File: src/rtl/media_pdu_deframer_assert.svh
// assertion macros for the deframer rtl, included by mpd_queue
// expects i_clk and i_rst_n in the scope of the module that uses them
`ifndef MEDIA_PDU_DEFRAMER_ASSERT_SVH
`define MEDIA_PDU_DEFRAMER_ASSERT_SVH

// same-cycle implication, quiet during reset
`define MPD_AST_IMP(lbl, ante, cons, msg) \
    lbl: assert property (@(posedge i_clk) disable iff (!i_rst_n) (ante) |-> (cons)) \
        else $error(msg);

// next-cycle implication, quiet during reset
`define MPD_AST_NXT(lbl, ante, cons, msg) \
    lbl: assert property (@(posedge i_clk) disable iff (!i_rst_n) (ante) |=> (cons)) \
        else $error(msg);

`endif

File: src/rtl/mpd_pkg.sv
`timescale 1ns / 1ps
// types and constants of the media pdu deframer
// no dependencies
package mpd_pkg;

    localparam int TIME_BYTES  = 8;
    localparam int TIME_W      = 8 * TIME_BYTES;
    localparam int QUEUE_DEPTH = 2;
    localparam int QCNT_W      = $clog2(QUEUE_DEPTH + 1);
    localparam int QIDX_W      = (QUEUE_DEPTH > 1) ? $clog2(QUEUE_DEPTH) : 1;

    // header byte positions, big-endian fields in stream order
    localparam logic [5:0] POS_TYPE       = 6'd4;
    localparam logic [5:0] POS_OFFSET_END = 6'd8;
    localparam logic [5:0] POS_SIZE_END   = 6'd12;
    localparam logic [5:0] POS_TIME_END   = 6'(12 + TIME_BYTES);
    localparam logic [5:0] POS_FLAGS_END  = 6'(16 + TIME_BYTES);
    localparam logic [5:0] POS_RES_END    = 6'(20 + TIME_BYTES);
    localparam logic [5:0] POS_LEN_END    = 6'(24 + TIME_BYTES);

    localparam logic [1:0] KIND_HEADER    = 2'd0;
    localparam logic [1:0] KIND_BODY      = 2'd1;
    localparam logic [1:0] KIND_BAD_START = 2'd2;
    localparam logic [1:0] KIND_BAD_LEN   = 2'd3;

    typedef struct packed {
        logic [1:0]         kind;
        logic [7:0]         unit_type;
        logic [31:0]        payload_offset;
        logic [31:0]        payload_size;
        logic signed [63:0] timestamp_us;
        logic [31:0]        flag_word;
        logic [31:0]        reserved_word;
        logic [30:0]        body_length;
        logic [7:0]         body_byte;
        logic               last;
    } t_result;

    typedef struct packed {
        logic not_empty;
        logic full;
    } t_q_status;

endpackage

File: src/rtl/mpd_ifs.sv
`timescale 1ns / 1ps
// valid/ready channel interfaces for the byte input and the result output
// standalone, no package needed
interface mpd_byte_if;
    logic       valid;
    logic       ready;
    logic [7:0] data_byte;

    modport source (output valid, output data_byte, input ready);
    modport sink   (input valid, input data_byte, output ready);
endinterface

interface mpd_result_if;
    logic               valid;
    logic               ready;
    logic [1:0]         kind;
    logic [7:0]         unit_type;
    logic [31:0]        payload_offset;
    logic [31:0]        payload_size;
    logic signed [63:0] timestamp_us;
    logic [31:0]        flag_word;
    logic [31:0]        reserved_word;
    logic [30:0]        body_length;
    logic [7:0]         body_byte;
    logic               last;

    modport source (output valid, output kind, output unit_type, output payload_offset,
                    output payload_size, output timestamp_us, output flag_word,
                    output reserved_word, output body_length, output body_byte,
                    output last, input ready);
    modport sink   (input valid, input kind, input unit_type, input payload_offset,
                    input payload_size, input timestamp_us, input flag_word,
                    input reserved_word, input body_length, input body_byte,
                    input last, output ready);
endinterface

File: src/rtl/mpd_front.sv
`timescale 1ns / 1ps
// front end: accepts stream bytes, collects the header, classifies each byte
// depends on mpd_pkg and mpd_byte_if
module mpd_front (
    input  logic               i_clk,
    input  logic               i_rst_n,
    input  logic               i_cfg_we,
    input  logic [31:0]        i_cfg_data,
    mpd_byte_if.sink           i_byte,
    input  mpd_pkg::t_q_status i_q_status,
    output logic               o_push,
    output mpd_pkg::t_result   o_push_data
);
    import mpd_pkg::*;

    logic [31:0]       r_start;
    logic              r_in_body,   n_in_body;
    logic [5:0]        r_count,     n_count;
    logic [30:0]       r_body_left, n_body_left;
    logic [31:0]       r_marker,    n_marker;
    logic [7:0]        r_type,      n_type;
    logic [31:0]       r_offset,    n_offset;
    logic [31:0]       r_size,      n_size;
    logic [TIME_W-1:0] r_time,      n_time;
    logic [31:0]       r_flags,     n_flags;
    logic [31:0]       r_reserved,  n_reserved;
    logic [31:0]       r_length,    n_length;
    logic              accept;
    logic [7:0]        b;
    t_result           res;

    assign i_byte.ready = !i_q_status.full;
    assign accept       = i_byte.valid && i_byte.ready;
    assign b            = i_byte.data_byte;

    always_comb begin
        n_in_body   = r_in_body;
        n_count     = r_count;
        n_body_left = r_body_left;
        n_marker    = r_marker;
        n_type      = r_type;
        n_offset    = r_offset;
        n_size      = r_size;
        n_time      = r_time;
        n_flags     = r_flags;
        n_reserved  = r_reserved;
        n_length    = r_length;
        res         = '0;
        o_push      = 1'b0;
        if (accept) begin
            if (r_in_body) begin
                res.kind      = KIND_BODY;
                res.body_byte = b;
                res.last      = (r_body_left == 31'd1);
                n_body_left   = r_body_left - 31'd1;
                if (n_body_left == 31'd0) begin
                    n_in_body = 1'b0;
                end
                o_push = 1'b1;
            end else begin
                n_count = r_count + 6'd1;
                if (r_count < POS_TYPE) begin
                    n_marker = {r_marker[23:0], b};
                    if (r_count == POS_TYPE - 6'd1 && n_marker != r_start) begin
                        n_count  = 6'd0;
                        res.kind = KIND_BAD_START;
                        res.last = 1'b1;
                        o_push   = 1'b1;
                    end
                end else if (r_count == POS_TYPE) begin
                    n_type = b;
                end else if (r_count <= POS_OFFSET_END) begin
                    n_offset = {r_offset[23:0], b};
                end else if (r_count <= POS_SIZE_END) begin
                    n_size = {r_size[23:0], b};
                end else if (r_count <= POS_TIME_END) begin
                    n_time = {r_time[TIME_W-9:0], b};
                end else if (r_count <= POS_FLAGS_END) begin
                    n_flags = {r_flags[23:0], b};
                end else if (r_count <= POS_RES_END) begin
                    n_reserved = {r_reserved[23:0], b};
                end else begin
                    n_length = {r_length[23:0], b};
                    if (r_count == POS_LEN_END) begin
                        // whole header in hand: decide the unit
                        n_count            = 6'd0;
                        res.unit_type      = r_type;
                        res.payload_offset = r_offset;
                        res.payload_size   = r_size;
                        res.timestamp_us   = 64'($signed(r_time));
                        res.flag_word      = r_flags;
                        res.reserved_word  = r_reserved;
                        res.body_length    = n_length[30:0];
                        o_push             = 1'b1;
                        if (n_length[31]) begin
                            res.kind = KIND_BAD_LEN;
                            res.last = 1'b1;
                        end else begin
                            res.kind    = KIND_HEADER;
                            n_body_left = n_length[30:0];
                            res.last    = (n_length[30:0] == 31'd0);
                            n_in_body   = (n_length[30:0] != 31'd0);
                        end
                    end
                end
            end
        end
    end

    assign o_push_data = res;

    always_ff @(posedge i_clk) begin
        if (!i_rst_n) begin
            r_start     <= 32'd0;
            r_in_body   <= 1'b0;
            r_count     <= 6'd0;
            r_body_left <= 31'd0;
        end else begin
            if (i_cfg_we) begin
                r_start <= i_cfg_data;
            end
            r_in_body   <= n_in_body;
            r_count     <= n_count;
            r_body_left <= n_body_left;
        end
    end

    // header field registers are fully rewritten before each use
    always_ff @(posedge i_clk) begin
        r_marker   <= n_marker;
        r_type     <= n_type;
        r_offset   <= n_offset;
        r_size     <= n_size;
        r_time     <= n_time;
        r_flags    <= n_flags;
        r_reserved <= n_reserved;
        r_length   <= n_length;
    end

endmodule

File: src/rtl/mpd_queue.sv
`timescale 1ns / 1ps
// short shifting queue of classified results between front and back
// depends on mpd_pkg and media_pdu_deframer_assert.svh
module mpd_queue (
    input  logic               i_clk,
    input  logic               i_rst_n,
    input  logic               i_push,
    input  mpd_pkg::t_result   i_push_data,
    input  logic               i_pop,
    output mpd_pkg::t_result   o_head,
    output mpd_pkg::t_q_status o_status
);
    import mpd_pkg::*;

    t_result           r_entry [QUEUE_DEPTH];
    logic [QCNT_W-1:0] r_count, n_count;
    logic [QIDX_W-1:0] wr_idx;

    // head always sits in entry zero
    assign o_head             = r_entry[0];
    assign o_status.not_empty = (r_count != '0);
    assign o_status.full      = (r_count == QCNT_W'(QUEUE_DEPTH));

    assign wr_idx  = QIDX_W'(r_count - QCNT_W'(i_pop));
    assign n_count = r_count + QCNT_W'(i_push) - QCNT_W'(i_pop);

    always_ff @(posedge i_clk) begin
        if (!i_rst_n) begin
            r_count <= '0;
        end else begin
            r_count <= n_count;
        end
    end

    // each entry takes either the incoming result or its neighbor, never both
    always_ff @(posedge i_clk) begin
        for (int i = 0; i < QUEUE_DEPTH - 1; i++) begin
            if (i_push && wr_idx == QIDX_W'(i)) begin
                r_entry[i] <= i_push_data;
            end else if (i_pop) begin
                r_entry[i] <= r_entry[i + 1];
            end
        end
        if (i_push && wr_idx == QIDX_W'(QUEUE_DEPTH - 1)) begin
            r_entry[QUEUE_DEPTH - 1] <= i_push_data;
        end
    end

`include "media_pdu_deframer_assert.svh"

    `MPD_AST_IMP(a_no_push_full, i_push, !o_status.full, "push into full queue")
    `MPD_AST_IMP(a_no_pop_empty, i_pop, o_status.not_empty, "pop from empty queue")
    `MPD_AST_IMP(a_cnt_bound, 1'b1, r_count <= QCNT_W'(QUEUE_DEPTH), "queue count overflow")
    `MPD_AST_NXT(a_cnt_up, i_push && !i_pop, r_count == $past(r_count) + 1'b1, "count not up")

endmodule

File: src/rtl/mpd_back.sv
`timescale 1ns / 1ps
// back end: output register that presents queued results on the result channel
// depends on mpd_pkg and mpd_result_if
module mpd_back (
    input  logic               i_clk,
    input  logic               i_rst_n,
    input  mpd_pkg::t_result   i_head,
    input  mpd_pkg::t_q_status i_q_status,
    output logic               o_pop,
    mpd_result_if.source       o_result
);
    import mpd_pkg::*;

    logic    r_valid;
    t_result r_res;

    // refill when the register is empty or its transaction completes now
    assign o_pop = i_q_status.not_empty && (!r_valid || o_result.ready);

    always_ff @(posedge i_clk) begin
        if (!i_rst_n) begin
            r_valid <= 1'b0;
        end else if (o_pop) begin
            r_valid <= 1'b1;
        end else if (o_result.ready) begin
            r_valid <= 1'b0;
        end
    end

    always_ff @(posedge i_clk) begin
        if (o_pop) begin
            r_res <= i_head;
        end
    end

    assign o_result.valid          = r_valid;
    assign o_result.kind           = r_res.kind;
    assign o_result.unit_type      = r_res.unit_type;
    assign o_result.payload_offset = r_res.payload_offset;
    assign o_result.payload_size   = r_res.payload_size;
    assign o_result.timestamp_us   = r_res.timestamp_us;
    assign o_result.flag_word      = r_res.flag_word;
    assign o_result.reserved_word  = r_res.reserved_word;
    assign o_result.body_length    = r_res.body_length;
    assign o_result.body_byte      = r_res.body_byte;
    assign o_result.last           = r_res.last;

endmodule

File: src/rtl/media_pdu_deframer.sv
`timescale 1ns / 1ps
// channel    dir  payload
// i_byte     in   data_byte (8)
// o_result   out  kind, header fields, body_length, body_byte, last
// i_cfg_*    in   start_word (32), written when i_cfg_we is high
//
// one byte per cycle while the queue has room; each byte is classified in the cycle it is taken
// a result reaches o_result through a queue entry and then the output register
// a two-entry queue feeds the output register, so input stalls only after it fills
// synchronous reset clears the start word, body flag, byte and body counts, queue count, r_valid
// depends on mpd_pkg, mpd_ifs, mpd_front, mpd_queue, mpd_back
module media_pdu_deframer (
    input  logic          i_clk,
    input  logic          i_rst_n,
    input  logic          i_cfg_we,
    input  logic [31:0]   i_cfg_data,
    mpd_byte_if.sink      i_byte,
    mpd_result_if.source  o_result
);
    import mpd_pkg::*;

    logic      push;
    logic      pop;
    t_result   push_data;
    t_result   head;
    t_q_status q_status;

    mpd_front u_front (
        .i_clk       (i_clk),
        .i_rst_n     (i_rst_n),
        .i_cfg_we    (i_cfg_we),
        .i_cfg_data  (i_cfg_data),
        .i_byte      (i_byte),
        .i_q_status  (q_status),
        .o_push      (push),
        .o_push_data (push_data)
    );

    mpd_queue u_queue (
        .i_clk       (i_clk),
        .i_rst_n     (i_rst_n),
        .i_push      (push),
        .i_push_data (push_data),
        .i_pop       (pop),
        .o_head      (head),
        .o_status    (q_status)
    );

    mpd_back u_back (
        .i_clk      (i_clk),
        .i_rst_n    (i_rst_n),
        .i_head     (head),
        .i_q_status (q_status),
        .o_pop      (pop),
        .o_result   (o_result)
    );

endmodule
File: src/flat_wrapper.sv
// flat-port wrapper written by rule: the top's interface ports become plain ports
module media_pdu_deframer_flat import mpd_pkg::*;
  (i_clk, i_rst_n, i_cfg_we, i_cfg_data, i_byte_valid, i_byte_data_byte, i_byte_ready, o_result_valid, o_result_kind, o_result_unit_type, o_result_payload_offset, o_result_payload_size, o_result_timestamp_us, o_result_flag_word, o_result_reserved_word, o_result_body_length, o_result_body_byte, o_result_last, o_result_ready);
  mpd_byte_if i_byte_i ();
  mpd_result_if o_result_i ();
  input  logic i_clk;
  input  logic i_rst_n;
  input  logic i_cfg_we;
  input  logic [31:0] i_cfg_data;
  input wire logic [$bits(i_byte_i.valid)-1:0] i_byte_valid;
  input wire logic [$bits(i_byte_i.data_byte)-1:0] i_byte_data_byte;
  output wire logic [$bits(i_byte_i.ready)-1:0] i_byte_ready;
  output wire logic [$bits(o_result_i.valid)-1:0] o_result_valid;
  output wire logic [$bits(o_result_i.kind)-1:0] o_result_kind;
  output wire logic [$bits(o_result_i.unit_type)-1:0] o_result_unit_type;
  output wire logic [$bits(o_result_i.payload_offset)-1:0] o_result_payload_offset;
  output wire logic [$bits(o_result_i.payload_size)-1:0] o_result_payload_size;
  output wire logic [$bits(o_result_i.timestamp_us)-1:0] o_result_timestamp_us;
  output wire logic [$bits(o_result_i.flag_word)-1:0] o_result_flag_word;
  output wire logic [$bits(o_result_i.reserved_word)-1:0] o_result_reserved_word;
  output wire logic [$bits(o_result_i.body_length)-1:0] o_result_body_length;
  output wire logic [$bits(o_result_i.body_byte)-1:0] o_result_body_byte;
  output wire logic [$bits(o_result_i.last)-1:0] o_result_last;
  input wire logic [$bits(o_result_i.ready)-1:0] o_result_ready;
  assign i_byte_i.valid = i_byte_valid;
  assign i_byte_i.data_byte = i_byte_data_byte;
  assign i_byte_ready = i_byte_i.ready;
  assign o_result_valid = o_result_i.valid;
  assign o_result_kind = o_result_i.kind;
  assign o_result_unit_type = o_result_i.unit_type;
  assign o_result_payload_offset = o_result_i.payload_offset;
  assign o_result_payload_size = o_result_i.payload_size;
  assign o_result_timestamp_us = o_result_i.timestamp_us;
  assign o_result_flag_word = o_result_i.flag_word;
  assign o_result_reserved_word = o_result_i.reserved_word;
  assign o_result_body_length = o_result_i.body_length;
  assign o_result_body_byte = o_result_i.body_byte;
  assign o_result_last = o_result_i.last;
  assign o_result_i.ready = o_result_ready;
  media_pdu_deframer u_core (.i_clk(i_clk), .i_rst_n(i_rst_n), .i_cfg_we(i_cfg_we), .i_cfg_data(i_cfg_data), .i_byte(i_byte_i), .o_result(o_result_i));
endmodule
File: config.mk
export PLATFORM = sky130hd
export DESIGN_NAME = media_pdu_deframer_flat
export DESIGN_NICKNAME = d
export VERILOG_FILES = /design/src/rtl/mpd_pkg.sv /design/src/rtl/mpd_ifs.sv /design/src/rtl/mpd_front.sv /design/src/rtl/mpd_queue.sv /design/src/rtl/mpd_back.sv /design/src/rtl/media_pdu_deframer.sv /design/src/flat_wrapper.sv
export VERILOG_INCLUDE_DIRS = /design/src /design/src/rtl
export SDC_FILE = /design/constraint.sdc
export NUM_CORES = 1
export LEC_CHECK = 0
export ABC_AREA = 1
export BUFFER_PORTS_ARGS = -buffer_cell sky130_fd_sc_hd__buf_2
export CAP_MARGIN = 15
export CORE_MARGIN = 4
export CORE_UTILIZATION = 54
export DETAILED_ROUTE_END_ITERATION = 8
export GPL_ROUTABILITY_DRIVEN = 1
export PLACE_DENSITY = 0.87
export REMOVE_ABC_BUFFERS = 1
export SKIP_LAST_GASP = 1
export SLEW_MARGIN = 40
export SYNTH_ARGS = -nofsm -noshare
export SYNTH_HDL_FRONTEND = slang
export SYNTH_SLANG_ARGS = --single-unit
File: constraint.sdc
create_clock -name i_clk -period 13.5 [get_ports i_clk]
set_clock_uncertainty 0.2 [all_clocks]
set_input_delay 2.7 -clock i_clk [delete_from_list [all_inputs] [get_ports i_clk]]
set_output_delay 2.7 -clock i_clk [all_outputs]
set_load 0.005 [all_outputs]
==> results of run 1 <==
[kinds of logic after synthesis]
logic type               Yosys count  synth area share (%)
AND/OR/NAND/NOR                 1120                  12.8
flip-flops                      1047                  79.4
buffers and inverters            469                  4.80
AO/OA/AOI/OAI                    137                  1.96
XOR/XNOR                          35                 0.793
adder cells (fa/ha/maj)            6                 0.194
[synthesized netlist by cell type, types with 12 or more instances]
| cell | number | area [sq um] |
|---|---|---|
| nor3_1 | 24 | 120 |
| edfxtp_1 | 974 | 29200 |
| clkbuf_1 | 49 | 184 |
| buf_2 | 48 | 240 |
| o21ai_0 | 67 | 335 |
| a21oi_1 | 44 | 220 |
| buf_1 | 22 | 82.6 |
| inv_1 | 337 | 1260 |
| xnor2_1 | 24 | 210 |
| nor2_1 | 165 | 619 |
| nand2_1 | 409 | 1540 |
| nand4_1 | 12 | 75.1 |
| dfxtp_1 | 73 | 1460 |
| nand3_1 | 484 | 2420 |
[path summary, 6_finish.rpt]
path | start | end | slack [ns]
setup / recovery | i_byte_data_byte[7] | u_core.u_queue.r_entry[0][212] | 7.53
hold / removal | u_core.u_queue.r_entry[0][3] | u_core.u_back.o_result.body_byte[2] | 0.20
setup reg to reg | u_core.u_back.o_result.valid | u_core.u_queue.r_entry[0][143] | 9.51
hold reg to reg | u_core.u_queue.r_entry[0][3] | u_core.u_back.o_result.body_byte[2] | 0.20
[layout make-up]
type / instances / area share (%)
diodes: 2 / 0.0112
well taps: 940 / 2.64
flip-flops and latches: 1047 / 69.0
multi-input cells: 1298 / 13.9
clock inverters: 62 / 1.46
inverters: 340 / 2.92
repair buffers: 317 / 4.08
clock buffers: 124 / 6.03
[layer usage]
layer / up-vias / GRT usage (%) / share of wire, %
met4: 4 / 8.97 / 3.7
met1: 11149 / 29.3 / 38
met3: 199 / 3.62 / 8.4
li1: 10449 / - / -
met2: 1250 / 37.2 / 50
met5: - / 0 / 0.032
[state kept, by name, indices dropped and copies added (netlist names), 24 cells and up]
register / count
u_core.u_back.o_result.body_length: 31
u_core.u_front.r_body_left: 31
u_core.u_queue.r_entry: 484
u_core.u_front.r_marker: 24
u_core.u_back.o_result.payload_offset: 32
u_core.u_back.o_result.payload_size: 32
u_core.u_back.o_result.flag_word: 32
u_core.u_front.r_reserved: 32
u_core.u_back.o_result.reserved_word: 32
u_core.u_front.r_length: 24
u_core.u_front.r_flags: 32
u_core.u_front.r_start: 32
u_core.u_front.r_size: 32
u_core.u_front.r_offset: 32
u_core.u_back.o_result.timestamp_us: 64
u_core.u_front.r_time: 64
[report_power, final]
part	internal, W	switching (W)
Clock	0.00165	0.00119
Combinational	0.000589	0.00124
Sequential	0.00474	0.000273
Total	0.00697	0.00270
[per-stage QoR]
step / utilization (%) / hold WS [ns] / area [sq um] / setup slack [ns]
detailed placement: 58.4 / 0.205 / 41200 / 6.96
CTS: 63.1 / 0.207 / 44500 / 7.62
global route: 63.1 / 0.210 / 44500 / 7.26
floorplan: - / 0.200 / 38100 / -17.31
global placement: 58.2 / 0.201 / 41000 / 6.82
finish: 63.1 / 0.204 / 44500 / 7.53
[cells in the final DEF (no fill, tap or decap), drive strengths merged, types with 12 or more instances in the layout]
| master | count |
|---|---|
| nand2 | 409 |
| nand4 | 12 |
| nand3 | 487 |
| clkinv | 42 |
| nor2 | 166 |
| nor3 | 24 |
| xnor2 | 24 |
| clkbuf | 124 |
| o21ai | 68 |
| inv | 344 |
| dfxtp | 73 |
| a21oi | 44 |
| edfxtp | 974 |
| bufinv | 12 |
| buf | 317 |
==> results.json, run 1 <==
{
  "outcome": "finished, final reports clean",
  "num_io_pins": 289,
  "worst-path-max-fanout": 68,
  "gp_congestion": 0.876,
  "clk_latency_ns": 0.66,
  "worst_pin_slew_ns": 0.847,
  "fin_crit_ns": 5.97,
  "clk_path_buf_depth": 3,
  "place_inst": 3942,
  "post-dp-hpwl_microns": 49400,
  "async_flop_share_pct": 0,
  "die-area_sq_mm": 0.0760,
  "ys_seq_area_share_pct": 79.4,
  "wirelength_microns": 85600,
  "crit_top_cell": "nand2_1",
  "hold_violations": 0,
  "rr_worst_depth": 7,
  "max_stage_delay_ns": 0.75,
  "htreeDepth": 3,
  "cts_tree": "built",
  "io_buffers": 288,
  "postCtsSetupBuffers": 0,
  "multi_input_area_sq_mm": 0.00618,
  "floorplan.initialDensity_pct": 54.9,
  "finalNetCount": 3154,
  "cts_buffers": 99,
  "cp-start-kind": "input port",
  "grt_pass1_vias": 22607,
  "path_class": "input port to register",
  "grt_pass1_wl_microns": 129000,
  "holdPathStages": 0,
  "arrival_ns": 6.28,
  "hp-class": "register to register",
  "first_iter_violations": 2455,
  "area_delta_synth_final_pct": 15.1,
  "synth_edf_count": 974,
  "rsz0062_at_grt": "false",
  "grtUsageTotal_pct": 22.2,
  "rows": 97,
  "max_slew_margin_pct": 43.5,
  "antenna_found_initial": 4,
  "synth.avg_cell_area_sq_um": 13.7,
  "finalPower_w": 0.00967,
  "regArea_sq_mm": 0.0307,
  "ys_warn_count": 0,
  "cts-root-buf": "clkbuf_16",
  "ys_ff_latch": 1047,
  "slew_violations": 0,
  "crit_buf_inv": 3,
  "post_cts_resized": 0,
  "ctsHoldBuffers": 0,
  "first_pass_iters": 6,
  "drtAntennaViolNets": 0,
  "synth_cell_types": 36,
  "cp-end-kind": "register",
  "powerDensity_mw_per_mm2": 217,
  "max_cap_violations": 0,
  "fin_cells": 4130,
  "path_depth": 14,
  "cts.clk_slew.worst_paths_ns": 0.07,
  "drc_errors": 0,
  "dieWidth_microns": 276,
  "fin_tns_setup_ns": 0,
  "cp_slowest_cell": "buf_4",
  "clock.fmax_mhz": 168,
  "synthCells": 2814,
  "setup_viol": 0,
  "vias": 23051,
  "crit_required_ns": 13.81,
  "layout-drive-gt1-share_pct": 15.3,
  "critical-path-top-delay-family": "buffers and inverters",
  "synthesis.area_sq_mm": 0.0387,
  "crit_chain": "buf_2, xnor2_1, nand3_1, nor2_1, nand2_1, nor2_1, nand2_1, nand3_2, nand3_2, nand3_4, buf_4, buf_4, nand3_1, nand2_1",
  "grt_max_degree": 164,
  "avgViaCountPerCell": 5.58,
  "p_leak_nw": 18.1,
  "synthFlopType": "edfxtp_1",
  "core_sq_mm": 0.0705,
  "routedWlPerCell_microns": 20.7,
  "fill_cells": 4755,
  "grt.overflow.total": 0,
  "die_y_microns": 276,
  "vdd_ir_drop_max_mv": 0.286,
  "period_share_pct": 44.2,
  "cts.sinks": 1047
}
(Power assumes the default switching activity.)
==> inputs of run 2 (changes only) <==
==> constraint.sdc (replaced) <==
create_clock -name i_clk -period 5.3 [get_ports i_clk]
set_clock_uncertainty 0.2 [all_clocks]
set_input_delay 1.06 -clock i_clk [delete_from_list [all_inputs] [get_ports i_clk]]
set_output_delay 1.06 -clock i_clk [all_outputs]
set_load 0.005 [all_outputs]
==> run 2 against run 1 <==
  * Via count is 0.32% lower
  * Clock power grew to 2.6 times the previous value
  * Cell count is 0.39% higher
  * Die area stayed put
==> results.json, run 2 (synthesis results as in run 1) <==
{
  "clk_path_buf_depth": 3,
  "regArea_sq_mm": 0.0307,
  "cp-start-kind": "input port",
  "max_slew_margin_pct": 43.1,
  "path_class": "input port to register",
  "first_iter_violations": 2448,
  "gp_congestion": 0.896,
  "drc_errors": 0,
  "ctsHoldBuffers": 0,
  "postCtsSetupBuffers": 0,
  "num_io_pins": 289,
  "die-area_sq_mm": 0.0760,
  "drtAntennaViolNets": 0,
  "grt_pass1_vias": 22976,
  "cts.sinks": 1047,
  "clock.fmax_mhz": 279,
  "post_cts_resized": 0,
  "rr_worst_depth": 7,
  "powerDensity_mw_per_mm2": 553,
  "floorplan.initialDensity_pct": 54.9,
  "crit_required_ns": 5.39,
  "post-dp-hpwl_microns": 49500,
  "r2r_end": "u_core.u_queue.r_entry[0][119]",
  "finalPower_w": 0.0248,
  "vdd_ir_drop_max_mv": 0.704,
  "grt_max_degree": 167,
  "layout-drive-gt1-share_pct": 15.8,
  "worst_pin_slew_ns": 0.854,
  "cts.clk_slew.worst_paths_ns": 0.06,
  "outcome": "finished, final reports clean",
  "antenna_cells": 0,
  "hold_start": "u_core.u_queue.r_entry[0][34]",
  "fin_tns_setup_ns": 0,
  "cts_tree": "built",
  "arrival_ns": 3.67,
  "first_pass_iters": 6,
  "dpl_cell_area_sq_mm": 0.0414,
  "antenna_found_initial": 1,
  "routedWlPerCell_microns": 20.6,
  "setup_viol": 0,
  "htreeDepth": 3,
  "hold_violations": 0,
  "die_y_microns": 276,
  "use_met3_pct": 3.43,
  "largest_reg_flops": 484,
  "holdPathStages": 0,
  "slew_violations": 0,
  "final_util_pct": 63.6,
  "rows": 97,
  "io_buffers": 288,
  "vias": 22977,
  "stdcell_area_sq_mm": 0.0448,
  "grt_use_met1_pct": 29.3,
  "final_common_cell": "edfxtp_1",
  "dieWidth_microns": 276,
  "use_met2_pct": 37.7,
  "fill_cells": 4785,
  "period_share_pct": 67.5,
  "fin_crit_ns": 3.58,
  "multi_input_area_sq_mm": 0.00618,
  "finalNetCount": 3172,
  "max_cap_violations": 0,
  "cts-root-buf": "clkbuf_16",
  "hold_end": "u_core.u_back.o_result.body_length[25]",
  "hp-class": "register to register",
  "avgViaCountPerCell": 5.54,
  "busiest_layer": "met2",
  "core_sq_mm": 0.0705,
  "grt_pass1_wl_microns": 129000,
  "layout_common_cells": "edfxtp_1 (974), nand3_1 (484), nand2_1 (408), inv_1 (335), buf_2 (288)",
  "clk_latency_ns": 0.65,
  "wirelength_microns": 85400,
  "worst-path-max-fanout": 82,
  "grt.overflow.total": 0,
  "top_register": "u_core.u_queue.r_entry",
  "r2r-start": "u_core.u_back.o_result.valid",
  "grtUsageTotal_pct": 22.1,
  "cp-end-kind": "register",
  "timing.reg2reg.setup_slack_ns": 2.04,
  "rsz0062_at_grt": "false",
  "area_delta_synth_final_pct": 15.9,
  "cts_buffers": 102,
  "p_leak_nw": 18.3
}
## run 2: changes by cell type in the layout (fill, tap and decap cells not counted), moves of 3 or more
cell,previous run,this run
buf_4,14,22
buf_6,6,2
clkbuf_16,103,106
clkbuf_1,18,24
clkinv_1,21,14
clkinv_2,17,20
buf_12,3,12
clkinvlp_4,4,7
## run 2: routing by layer
metal	vias to the layer above	part of all wire, %
met5	-	0
met3	184	8.2
met4	0	3.3
li1	10470	-
met2	1111	50
met1	11212	38
## run 2: worst max path at each step
stage / slack [ns] / endpoint / startpoint / depth (start not counted)
after floorplan: -23.87 / u_core.u_queue.r_entry[0][0] / o_result_ready / 4
after global placement: 1.10 / u_core.u_queue.r_entry[0][144] / i_byte_data_byte[0] / 13
after detailed placement: 1.11 / u_core.u_queue.r_entry[0][152] / i_byte_data_byte[0] / 13
after CTS: 1.70 / u_core.u_queue.r_entry[0][222] / u_core.u_front.r_count[1] / 7
after global routing: 1.54 / u_core.u_queue.r_entry[0][99] / i_byte_data_byte[6] / 13
final: 1.72 / u_core.u_queue.r_entry[0][119] / i_byte_data_byte[6] / 13
## run 2: worst max-delay path, stage by stage
cell and delay [ns]:
buf_2 0.32, inv_1 0.18, or2_1 0.26, nand3_1 0.11
nor2_1 0.05, nand2_1 0.05, nor2_1 0.05, nand2_1 0.08
nand3_2 0.11, nand3_2 0.12, nand3_4 0.42, nand2_4 0.38
buf_12 0.42
## run 2: stage by stage
step | worst slack, ns | std cells | hold slack [ns]
4_1_cts | 1.70 | 4144 | 0.212
3_3_place_gp | 1.10 | 3948 | 0.202
5_1_grt | 1.54 | 4146 | 0.214
2_1_floorplan | -23.87 | 2685 | 0.200
3_5_place_dp | 1.11 | 3955 | 0.205
6_report | 1.72 | 4146 | 0.210
## run 2: area by class of cell
| type | instances | share of cell area [%] |
|---|---|---|
| clock buffer | 133 | 6.21 |
| clock inverter | 56 | 1.35 |
| inverter | 340 | 2.89 |
| multi-input combinational | 1298 | 13.8 |
| sequential | 1047 | 68.5 |
| tap | 940 | 2.62 |
| timing repair buffer | 332 | 4.61 |
## run 2: report_power, final
| group | switching, W | internal [W] | leakage (nW) |
|---|---|---|---|
| Combinational | 0.00319 | 0.00157 | 7.22 |
| Sequential | 0.000704 | 0.0121 | 9.42 |
| Clock | 0.00303 | 0.00421 | 1.64 |
| Total | 0.00693 | 0.0178 | 18.3 |
